--- src/rtl/assert_macros.svh ---
// Assertion macros included by the framer.
`ifndef ASSERT_MACROS_SVH
`define ASSERT_MACROS_SVH
`ifndef SYNTHESIS
// Property must hold at every clock edge outside reset.
`define NRMC_ASSERT(lbl, clk, rst_n, prop, msg) \
    lbl: assert property (@(posedge clk) disable iff (!rst_n) (prop)) else $error(msg);
// Antecedent implies consequent in the same cycle.
`define NRMC_ASSERT_IMP(lbl, clk, rst_n, ante, cons, msg) \
    lbl: assert property (@(posedge clk) disable iff (!rst_n) (ante) |-> (cons)) else $error(msg);
// Antecedent implies consequent in the next cycle.
`define NRMC_ASSERT_NXT(lbl, clk, rst_n, ante, cons, msg) \
    lbl: assert property (@(posedge clk) disable iff (!rst_n) (ante) |=> (cons)) else $error(msg);
`else
`define NRMC_ASSERT(lbl, clk, rst_n, prop, msg)
`define NRMC_ASSERT_IMP(lbl, clk, rst_n, ante, cons, msg)
`define NRMC_ASSERT_NXT(lbl, clk, rst_n, ante, cons, msg)
`endif
`endif

--- src/rtl/nrmc_pkg.sv ---
`default_nettype none

package nrmc_pkg;

    // ASCII codes used by the framer
    localparam logic [7:0] CH_DOLLAR = 8'd36;
    localparam logic [7:0] CH_CR     = 8'd13;
    localparam logic [7:0] CH_LF     = 8'd10;
    localparam logic [7:0] CH_R      = 8'd82;
    localparam logic [7:0] CH_M      = 8'd77;
    localparam logic [7:0] CH_C      = 8'd67;

    // printable range
    localparam logic [7:0] PRINT_LOW  = 8'd32;
    localparam logic [7:0] PRINT_HIGH = 8'd126;

    // shortest sentence that can carry the RMC tag
    localparam int MIN_RMC_LEN = 6;

    // positions of the tag characters
    localparam int POS_R = 3;
    localparam int POS_M = 4;
    localparam int POS_C = 5;

    // sequencer states
    typedef enum logic [2:0] {
        S_COLLECT = 3'b001,
        S_LOAD    = 3'b010,
        S_EMIT    = 3'b100
    } state_t;

endpackage

`default_nettype wire

--- src/rtl/nrmc_if.sv ---
`default_nettype none

// received byte channel
interface nrmc_rx_if;
    logic       valid;
    logic       ready;
    logic [7:0] rx_byte;

    modport source (output valid, output rx_byte, input ready);
    modport sink   (input valid, input rx_byte, output ready);
endinterface

// replayed sentence channel
interface nrmc_sent_if;
    logic       valid;
    logic       ready;
    logic [6:0] sentence_byte;
    logic       last_of_sentence;

    modport source (output valid, output sentence_byte, output last_of_sentence, input ready);
    modport sink   (input valid, input sentence_byte, input last_of_sentence, output ready);
endinterface

`default_nettype wire

--- src/rtl/nrmc_store.sv ---
`default_nettype none

// Sentence buffer: one write port, one read port, registered read data.
module nrmc_store #(
    parameter int DEPTH = 64
) (
    input  wire logic                     clk,
    input  wire logic                     wr_en,
    input  wire logic [$clog2(DEPTH)-1:0] wr_addr,
    input  wire logic [6:0]               wr_data,
    input  wire logic                     rd_en,
    input  wire logic [$clog2(DEPTH)-1:0] rd_addr,
    output logic      [6:0]               rd_data
);

    logic [6:0] mem [DEPTH];

    // write port
    always_ff @(posedge clk)
    begin
        if (wr_en)
        begin
            mem[wr_addr] <= wr_data;
        end
    end

    // read port, registered
    always_ff @(posedge clk)
    begin
        if (rd_en)
        begin
            rd_data <= mem[rd_addr];
        end
    end

endmodule

`default_nettype wire

--- src/rtl/nmea_rmc_sentence_framer.sv ---
// Channel   Modport  Payload                                Role
// rx        sink     rx_byte[7:0]                           bytes from the serial receiver
// sentence  source   sentence_byte[6:0], last_of_sentence   replayed RMC sentence
//
// Collecting: one byte per cycle; rx.ready is high whenever no replay runs.
// Replay: each character goes through a store read, then the output register,
// and the next read starts only when sentence.ready takes the current one.
// rx.ready stays low from the terminator until the last character is taken.
// Reset clears the control state only; the store holds no reset value and
// needs no clearing pass, since only entries written in the open sentence are read.
`default_nettype none
`include "assert_macros.svh"

module nmea_rmc_sentence_framer #(
    parameter int BUFFER_BYTES = 64
) (
    input  wire logic     clk,
    input  wire logic     rst_n,
    nrmc_rx_if.sink       rx,
    nrmc_sent_if.source   sentence
);

    localparam int IDX_W = $clog2(BUFFER_BYTES);

    nrmc_pkg::state_t state_reg, state_next;

    logic             in_frame_reg, in_frame_next;
    logic [IDX_W-1:0] fill_reg, fill_next;
    logic             r_ok_reg, r_ok_next;
    logic             m_ok_reg, m_ok_next;
    logic             c_ok_reg, c_ok_next;
    logic [IDX_W-1:0] rd_idx_reg, rd_idx_next;
    logic [IDX_W-1:0] last_idx_reg, last_idx_next;
    logic             out_valid_reg, out_valid_next;
    logic [6:0]       out_byte_reg, out_byte_next;
    logic             out_last_reg, out_last_next;

    logic             wr_en;
    logic [IDX_W-1:0] wr_addr;
    logic [6:0]       wr_data;
    logic             rd_en;
    logic [IDX_W-1:0] rd_addr;
    logic [6:0]       rd_data;

    logic             rx_fire;
    logic             out_fire;
    logic             is_tag;
    logic             last_fire;
    logic             first_load;
    logic             dollar_out;

    nrmc_store #(
        .DEPTH (BUFFER_BYTES)
    ) u_store (
        .clk     (clk),
        .wr_en   (wr_en),
        .wr_addr (wr_addr),
        .wr_data (wr_data),
        .rd_en   (rd_en),
        .rd_addr (rd_addr),
        .rd_data (rd_data)
    );

    assign rx.ready                  = (state_reg == nrmc_pkg::S_COLLECT);
    assign sentence.valid            = out_valid_reg;
    assign sentence.sentence_byte    = out_byte_reg;
    assign sentence.last_of_sentence = out_last_reg;

    assign rx_fire  = rx.valid && rx.ready;
    assign out_fire = out_valid_reg && sentence.ready;

    // complete RMC tag seen in the open sentence
    assign is_tag = (fill_reg >= IDX_W'(nrmc_pkg::MIN_RMC_LEN)) && r_ok_reg && m_ok_reg
                    && c_ok_reg;

    // framing and replay sequencer
    always_comb
    begin
        state_next     = state_reg;
        in_frame_next  = in_frame_reg;
        fill_next      = fill_reg;
        r_ok_next      = r_ok_reg;
        m_ok_next      = m_ok_reg;
        c_ok_next      = c_ok_reg;
        rd_idx_next    = rd_idx_reg;
        last_idx_next  = last_idx_reg;
        out_valid_next = out_valid_reg;
        out_byte_next  = out_byte_reg;
        out_last_next  = out_last_reg;
        wr_en          = 1'b0;
        wr_addr        = fill_reg;
        wr_data        = rx.rx_byte[6:0];
        rd_en          = 1'b0;
        rd_addr        = rd_idx_reg;

        case (state_reg)
            nrmc_pkg::S_COLLECT:
            begin
                if (rx_fire)
                begin
                    if (rx.rx_byte == nrmc_pkg::CH_DOLLAR)
                    begin
                        // restart: '$' goes to entry zero
                        wr_en         = 1'b1;
                        wr_addr       = '0;
                        fill_next     = IDX_W'(1);
                        in_frame_next = 1'b1;
                        r_ok_next     = 1'b0;
                        m_ok_next     = 1'b0;
                        c_ok_next     = 1'b0;
                    end
                    else if (in_frame_reg)
                    begin
                        if (rx.rx_byte == nrmc_pkg::CH_CR || rx.rx_byte == nrmc_pkg::CH_LF)
                        begin
                            // terminator: close, start replay on a tag match
                            in_frame_next = 1'b0;
                            fill_next     = '0;
                            if (is_tag)
                            begin
                                rd_en         = 1'b1;
                                rd_addr       = '0;
                                rd_idx_next   = '0;
                                last_idx_next = fill_reg - IDX_W'(1);
                                state_next    = nrmc_pkg::S_LOAD;
                            end
                        end
                        else if (rx.rx_byte inside
                                 {[nrmc_pkg::PRINT_LOW:nrmc_pkg::PRINT_HIGH]})
                        begin
                            if (fill_reg >= IDX_W'(BUFFER_BYTES - 1))
                            begin
                                // overflow drops the sentence
                                in_frame_next = 1'b0;
                                fill_next     = '0;
                            end
                            else
                            begin
                                wr_en     = 1'b1;
                                fill_next = fill_reg + IDX_W'(1);
                                if (fill_reg == IDX_W'(nrmc_pkg::POS_R))
                                begin
                                    r_ok_next = (rx.rx_byte == nrmc_pkg::CH_R);
                                end
                                if (fill_reg == IDX_W'(nrmc_pkg::POS_M))
                                begin
                                    m_ok_next = (rx.rx_byte == nrmc_pkg::CH_M);
                                end
                                if (fill_reg == IDX_W'(nrmc_pkg::POS_C))
                                begin
                                    c_ok_next = (rx.rx_byte == nrmc_pkg::CH_C);
                                end
                            end
                        end
                    end
                end
            end

            nrmc_pkg::S_LOAD:
            begin
                // read data is back: fill the output register
                out_valid_next = 1'b1;
                out_byte_next  = rd_data;
                out_last_next  = (rd_idx_reg == last_idx_reg);
                state_next     = nrmc_pkg::S_EMIT;
            end

            nrmc_pkg::S_EMIT:
            begin
                if (out_fire)
                begin
                    out_valid_next = 1'b0;
                    if (out_last_reg)
                    begin
                        state_next = nrmc_pkg::S_COLLECT;
                    end
                    else
                    begin
                        rd_en       = 1'b1;
                        rd_addr     = rd_idx_reg + IDX_W'(1);
                        rd_idx_next = rd_idx_reg + IDX_W'(1);
                        state_next  = nrmc_pkg::S_LOAD;
                    end
                end
            end

            default:
            begin
                state_next     = nrmc_pkg::S_COLLECT;
                out_valid_next = 1'b0;
            end
        endcase
    end

    // control registers
    always_ff @(posedge clk or negedge rst_n)
    begin
        if (!rst_n)
        begin
            state_reg     <= nrmc_pkg::S_COLLECT;
            in_frame_reg  <= 1'b0;
            fill_reg      <= '0;
            out_valid_reg <= 1'b0;
        end
        else
        begin
            state_reg     <= state_next;
            in_frame_reg  <= in_frame_next;
            fill_reg      <= fill_next;
            out_valid_reg <= out_valid_next;
        end
    end

    // tag flags, replay indexes and output payload
    always_ff @(posedge clk)
    begin
        r_ok_reg     <= r_ok_next;
        m_ok_reg     <= m_ok_next;
        c_ok_reg     <= c_ok_next;
        rd_idx_reg   <= rd_idx_next;
        last_idx_reg <= last_idx_next;
        out_byte_reg <= out_byte_next;
        out_last_reg <= out_last_next;
    end

    // terms for the checks below
    assign last_fire  = out_fire && out_last_reg;
    assign first_load = (state_reg == nrmc_pkg::S_LOAD) && (rd_idx_reg == '0);
    assign dollar_out = ({1'b0, sentence.sentence_byte} == nrmc_pkg::CH_DOLLAR);

    // input is never taken while a replayed character is pending
    `NRMC_ASSERT(a_no_overlap, clk, rst_n, !(rx.ready && sentence.valid), "rx ready in replay")

    // after the final character the framer takes bytes again
    `NRMC_ASSERT_NXT(a_back_to_collect, clk, rst_n, last_fire, rx.ready, "late return to collect")

    // every replay opens with the stored '$'
    `NRMC_ASSERT_NXT(a_starts_dollar, clk, rst_n, first_load, dollar_out, "no leading dollar")

endmodule

`default_nettype wire

--- src/flat_wrapper.sv ---
// flat-port wrapper written by rule: the top's interface ports become plain ports
module nmea_rmc_sentence_framer_flat 
#(
    parameter int BUFFER_BYTES = 64
)
  (clk, rst_n, rx_valid, rx_rx_byte, rx_ready, sentence_valid, sentence_sentence_byte, sentence_last_of_sentence, sentence_ready);
  nrmc_rx_if rx_i ();
  nrmc_sent_if sentence_i ();
  input  wire logic clk;
  input  wire logic rst_n;
  input wire logic [$bits(rx_i.valid)-1:0] rx_valid;
  input wire logic [$bits(rx_i.rx_byte)-1:0] rx_rx_byte;
  output wire logic [$bits(rx_i.ready)-1:0] rx_ready;
  output wire logic [$bits(sentence_i.valid)-1:0] sentence_valid;
  output wire logic [$bits(sentence_i.sentence_byte)-1:0] sentence_sentence_byte;
  output wire logic [$bits(sentence_i.last_of_sentence)-1:0] sentence_last_of_sentence;
  input wire logic [$bits(sentence_i.ready)-1:0] sentence_ready;
  assign rx_i.valid = rx_valid;
  assign rx_i.rx_byte = rx_rx_byte;
  assign rx_ready = rx_i.ready;
  assign sentence_valid = sentence_i.valid;
  assign sentence_sentence_byte = sentence_i.sentence_byte;
  assign sentence_last_of_sentence = sentence_i.last_of_sentence;
  assign sentence_i.ready = sentence_ready;
  nmea_rmc_sentence_framer #(.BUFFER_BYTES(BUFFER_BYTES)) u_core (.clk(clk), .rst_n(rst_n), .rx(rx_i), .sentence(sentence_i));
endmodule
--- config.mk ---
export PLATFORM = sky130hd
export DESIGN_NAME = nmea_rmc_sentence_framer_flat
export DESIGN_NICKNAME = d
export VERILOG_FILES = /design/src/rtl/nrmc_pkg.sv /design/src/rtl/nrmc_if.sv /design/src/rtl/nrmc_store.sv /design/src/rtl/nmea_rmc_sentence_framer.sv /design/src/flat_wrapper.sv
export VERILOG_INCLUDE_DIRS = /design/src /design/src/rtl
export SDC_FILE = /design/constraint.sdc
export NUM_CORES = 1
export LEC_CHECK = 0
export BUFFER_PORTS_ARGS = -buffer_cell sky130_fd_sc_hd__buf_2
export CORE_ASPECT_RATIO = 0.5
export CORE_MARGIN = 1.5
export CORE_UTILIZATION = 57
export DETAILED_ROUTE_END_ITERATION = 8
export MAX_ROUTING_LAYER = met4
export PLACE_DENSITY_LB_ADDON = 0.15
export SYNTH_ARGS = -nofsm -noshare
export SYNTH_HDL_FRONTEND = slang
export SYNTH_HIERARCHICAL = 1
export SYNTH_SLANG_ARGS = --single-unit
--- constraint.sdc ---
create_clock -name clk -period 3.3 [get_ports clk]
set_input_delay 0.495 -clock clk [delete_from_list [all_inputs] [get_ports clk]]
set_output_delay 0.495 -clock clk [all_outputs]
set_load 0.1 [all_outputs]
==> flow_summary_export.csv <==
group,metric,value,unit
yosys,synth-edff-count,472,
timing,relSlewSlack,0.435,
timing,rsz0062_at_grt,"yes",
yosys,synthesis.area,19700,um^2
yosys,syn_nets,1053,
timing,min_period_over_period,0.981,
critical_path,cp.buffers_inverters,4,
timing,finalMaxSlewViolations,0,
timing,fmax,309,MHz
critical_path,cp_data_arrival_time,3650,ps
power_and_ir_drop,peakVddDrop,0.000404,V
route,routed-via-count,10900,
clocking,clk_latency,550,ps
timing,holdWs,263,ps
yosys,synth_flop_cell,"edfxtp_1",
critical_path,cpMostUsedCell,"buf_4",
yosys,syn_inst,1035,
clocking,clk_pin_slew,70,ps
floorplan,die_x,266,um
critical_path,crit_path_cell_trace,"and4bb_2 -> nand2_2 -> a2111oi_4 -> buf_4 -> buf_4 -> o21ai_4 -> buf_12 -> buf_4 -> mux4_2 -> mux2i_1 -> a221oi_1 -> a22o_1",
power_and_ir_drop,pwr_density_cell,591,nW/um^2
clocking,htree_num_levels,2,
floorplan,start_util,0.587,
floorplan,die-area,35800,um^2
power_and_ir_drop,cellLeakagePower,8.01,nW
clocking,clock_path_buffers,3,
layout,fill_cells,2090,
timing,finalHoldViolations,0,
layout,area_growth,20.0,%
grt,antenna_found_initial,1,
yosys,avgSynthCellArea,19.1,um^2
clocking,cts_tree,"yes",
critical_path,max_stage_delay,530,ps
placement,dp_hpwl,31900,um
route,drc,0,
grt,grt_usage,0.280,
grt,grt_overflow_total,0,
layout,drive_above_1_share,0.365,
layout,nets,1292,
placement,routabilityCongestion,0.919,
timing,fin_worst_skew,11.3,ps
floorplan,die_h,135,um
critical_path,cp_slowest_cell,"dfstp_2",
critical_path,endpoint_kind,"flip-flop",
yosys,yosysWarnings,6,
layout,largest_reg_flops,448,
job,maxCapViolCount,0,
min_path,hold_class,"in -> reg",
route,drtIter0Drc,1404,
yosys,async_reset_ff_frac,0.0225,
critical_path,cp.required,3720,ps
power_and_ir_drop,p_total,0.0140,W
floorplan,placementRows,47,
route,final_antenna_net_count,0,
critical_path,cpLargestDelayFamily,"compound AO/OA/AOI/OAI gates",
grt,grt_pass1_wl,69700,um
yosys,ys_seq_area_frac,0.739,
yosys,synth.distinct_cells,63,
clocking,cts_buffers,42,
route,via_per_inst,6.17,
critical_path,critPathMaxFanout,15,
route,wire_per_inst,26.6,um
critical_path,worstSetupStartpointType,"flip-flop",
timing,worst_pin_slew,846,ps
grt,grt_max_degree,59,
clocking,root_buffer,"clkbuf_16",
grt,grt_pass1_vias,10900,
layout,post-route-cell-area,23700,um^2
clocking,cts_sinks,489,
floorplan,ios,22,
critical_path,criticalPathCategory,"reg -> reg",
placement,io_buffers,21,
layout,largest-register,"u_core/u_store/mem",
yosys,synth_seq_cells,489,
route,wl,47100,um
route,first_pass_iters,7,
timing,setup_violations,0,
floorplan,core_area,33600,um^2
timing,fin_crit,3240,ps
placement,placed_area,22000,um^2
outcome,status,"complete, no violations",
[cell usage in the layout, fill, tap and decap left out, types with 5 or more instances in the layout]
cell type and count:
buf_2 21, edfxtp_1 472, nor3_1 13, clkinv_1 11, buf_6 6, buf_4 210
clkbuf_1 10, mux2i_1 13, nor3b_1 6, buf_12 16, nand3_1 14, or2_1 5
o22ai_2 7, nand2_1 15, o31ai_1 7, dfxtp_1 6, dfrtp_1 10, inv_1 10
xnor2_1 7, or3b_2 6, o21ai_0 5, clkinv_2 6, o22ai_1 14, mux4_2 112
a21oi_1 12, clkbuf_16 44, and2_1 7, nand4_1 16, xor2_1 6, nor2_1 89
nand3b_1 9, ha_1 6, a31oi_1 5, a22oi_1 8
[per-layer routing]
layer  share of wire  GRT usage  routed length [um]
met1            0.43      0.413               20400
met5               0          -                   0
met3            0.11     0.0711                5060
met4           0.018     0.0638                 859
met2            0.44      0.402               20900
[path summary, 6_finish.rpt]
kind / startpoint / to / slack (ps) / cells past startpoint
min in group asynchronous: rst_n / u_core/in_frame_reg / 340 / 2
min reg2reg: u_core/u_store/rd_data[2] / u_core/sentence.sentence_byte[2] / 460 / 0
max reg2reg: u_core/state_reg[0] / u_core/u_store/rd_data[6] / 60 / 12
max in group asynchronous: rst_n / u_core/state_reg[0] / 2690 / 2
max: u_core/state_reg[0] / u_core/u_store/rd_data[6] / 60 / 12
min: rx_rx_byte[0] / u_core/u_store/mem[24][0] / 260 / 1
[report_power, final]
group          internal, W  total [W]  switching (W)
Sequential         0.00694    0.00699      0.0000511
Combinational     0.000965    0.00217        0.00121
Clock              0.00270    0.00483        0.00212
Total               0.0106     0.0140        0.00338
[logic make-up (layout without fill, tap and decap cells)]
family,Yosys count,count (layout),share of synthesized area
mux,130,130,0.137
fa+ha+maj,6,6,0.00381
simple gates,221,221,0.0586
other cells,0,1,0
flops,489,489,0.739
compound gates,105,105,0.0385
buf+inv,71,341,0.0173
xor+xnor,13,13,0.00577
[Yosys cell counts (6+ instances only)]
library cell | n | area share
edfxtp_1 | 472 | 0.72
mux4_2 | 112 | 0.13
nor2_1 | 92 | 0.018
clkbuf_1 | 33 | 0.0063
o22ai_1 | 21 | 0.0067
buf_2 | 18 | 0.0046
mux2i_1 | 16 | 0.0081
nand2_1 | 16 | 0.0030
nand4_1 | 16 | 0.0051
nand3_1 | 14 | 0.0036
nor3_1 | 13 | 0.0033
a21oi_1 | 12 | 0.0030
inv_1 | 11 | 0.0021
dfrtp_1 | 10 | 0.013
o31ai_1 | 10 | 0.0038
nand3b_1 | 9 | 0.0034
a22oi_1 | 8 | 0.0030
nor3b_1 | 8 | 0.0030
and2_1 | 7 | 0.0022
o21ai_1 | 7 | 0.0018
xnor2_1 | 7 | 0.0031
buf_6 | 6 | 0.0034
dfxtp_1 | 6 | 0.0061
ha_1 | 6 | 0.0038
o21ai_0 | 6 | 0.0015
or3b_2 | 6 | 0.0027
xor2_1 | 6 | 0.0027
[per-stage QoR]
step	std cells	setup WS [ps]	TNS, ps	utilization
after global placement	1680	-601	-200690	0.655
final	1771	63.1	0	0.705
after floorplan	1035	-47.0	-93.4	-
after CTS	1757	10.4	0	0.697
after global routing	1771	-9.46	-12.2	0.705
after detailed placement	1680	-637	-210790	0.655
[layout make-up]
type,instances,area [um^2],share of cell area
well taps,465,582,0.0246
diodes,1,2.50,0.000106
clock inverters,22,200,0.00846
multi-input cells,475,5040,0.213
repair buffers,255,2100,0.0890
inverters,11,41.3,0.00175
clock buffers,53,1110,0.0471
flip-flops and latches,489,14600,0.616
[repair_timing]
action / CTS / global route
endpoints found under the hold margin: 10 / 0
gates cloned: 0 / 1
hold buffers: 1 / 0
buffers inserted: 1 / 12
pin swaps: 1 / 6
endpoints found under the setup margin: 31 / 397
resized for setup: 12 / 26
No activity file was read; power rests on OpenSTA's default activity.
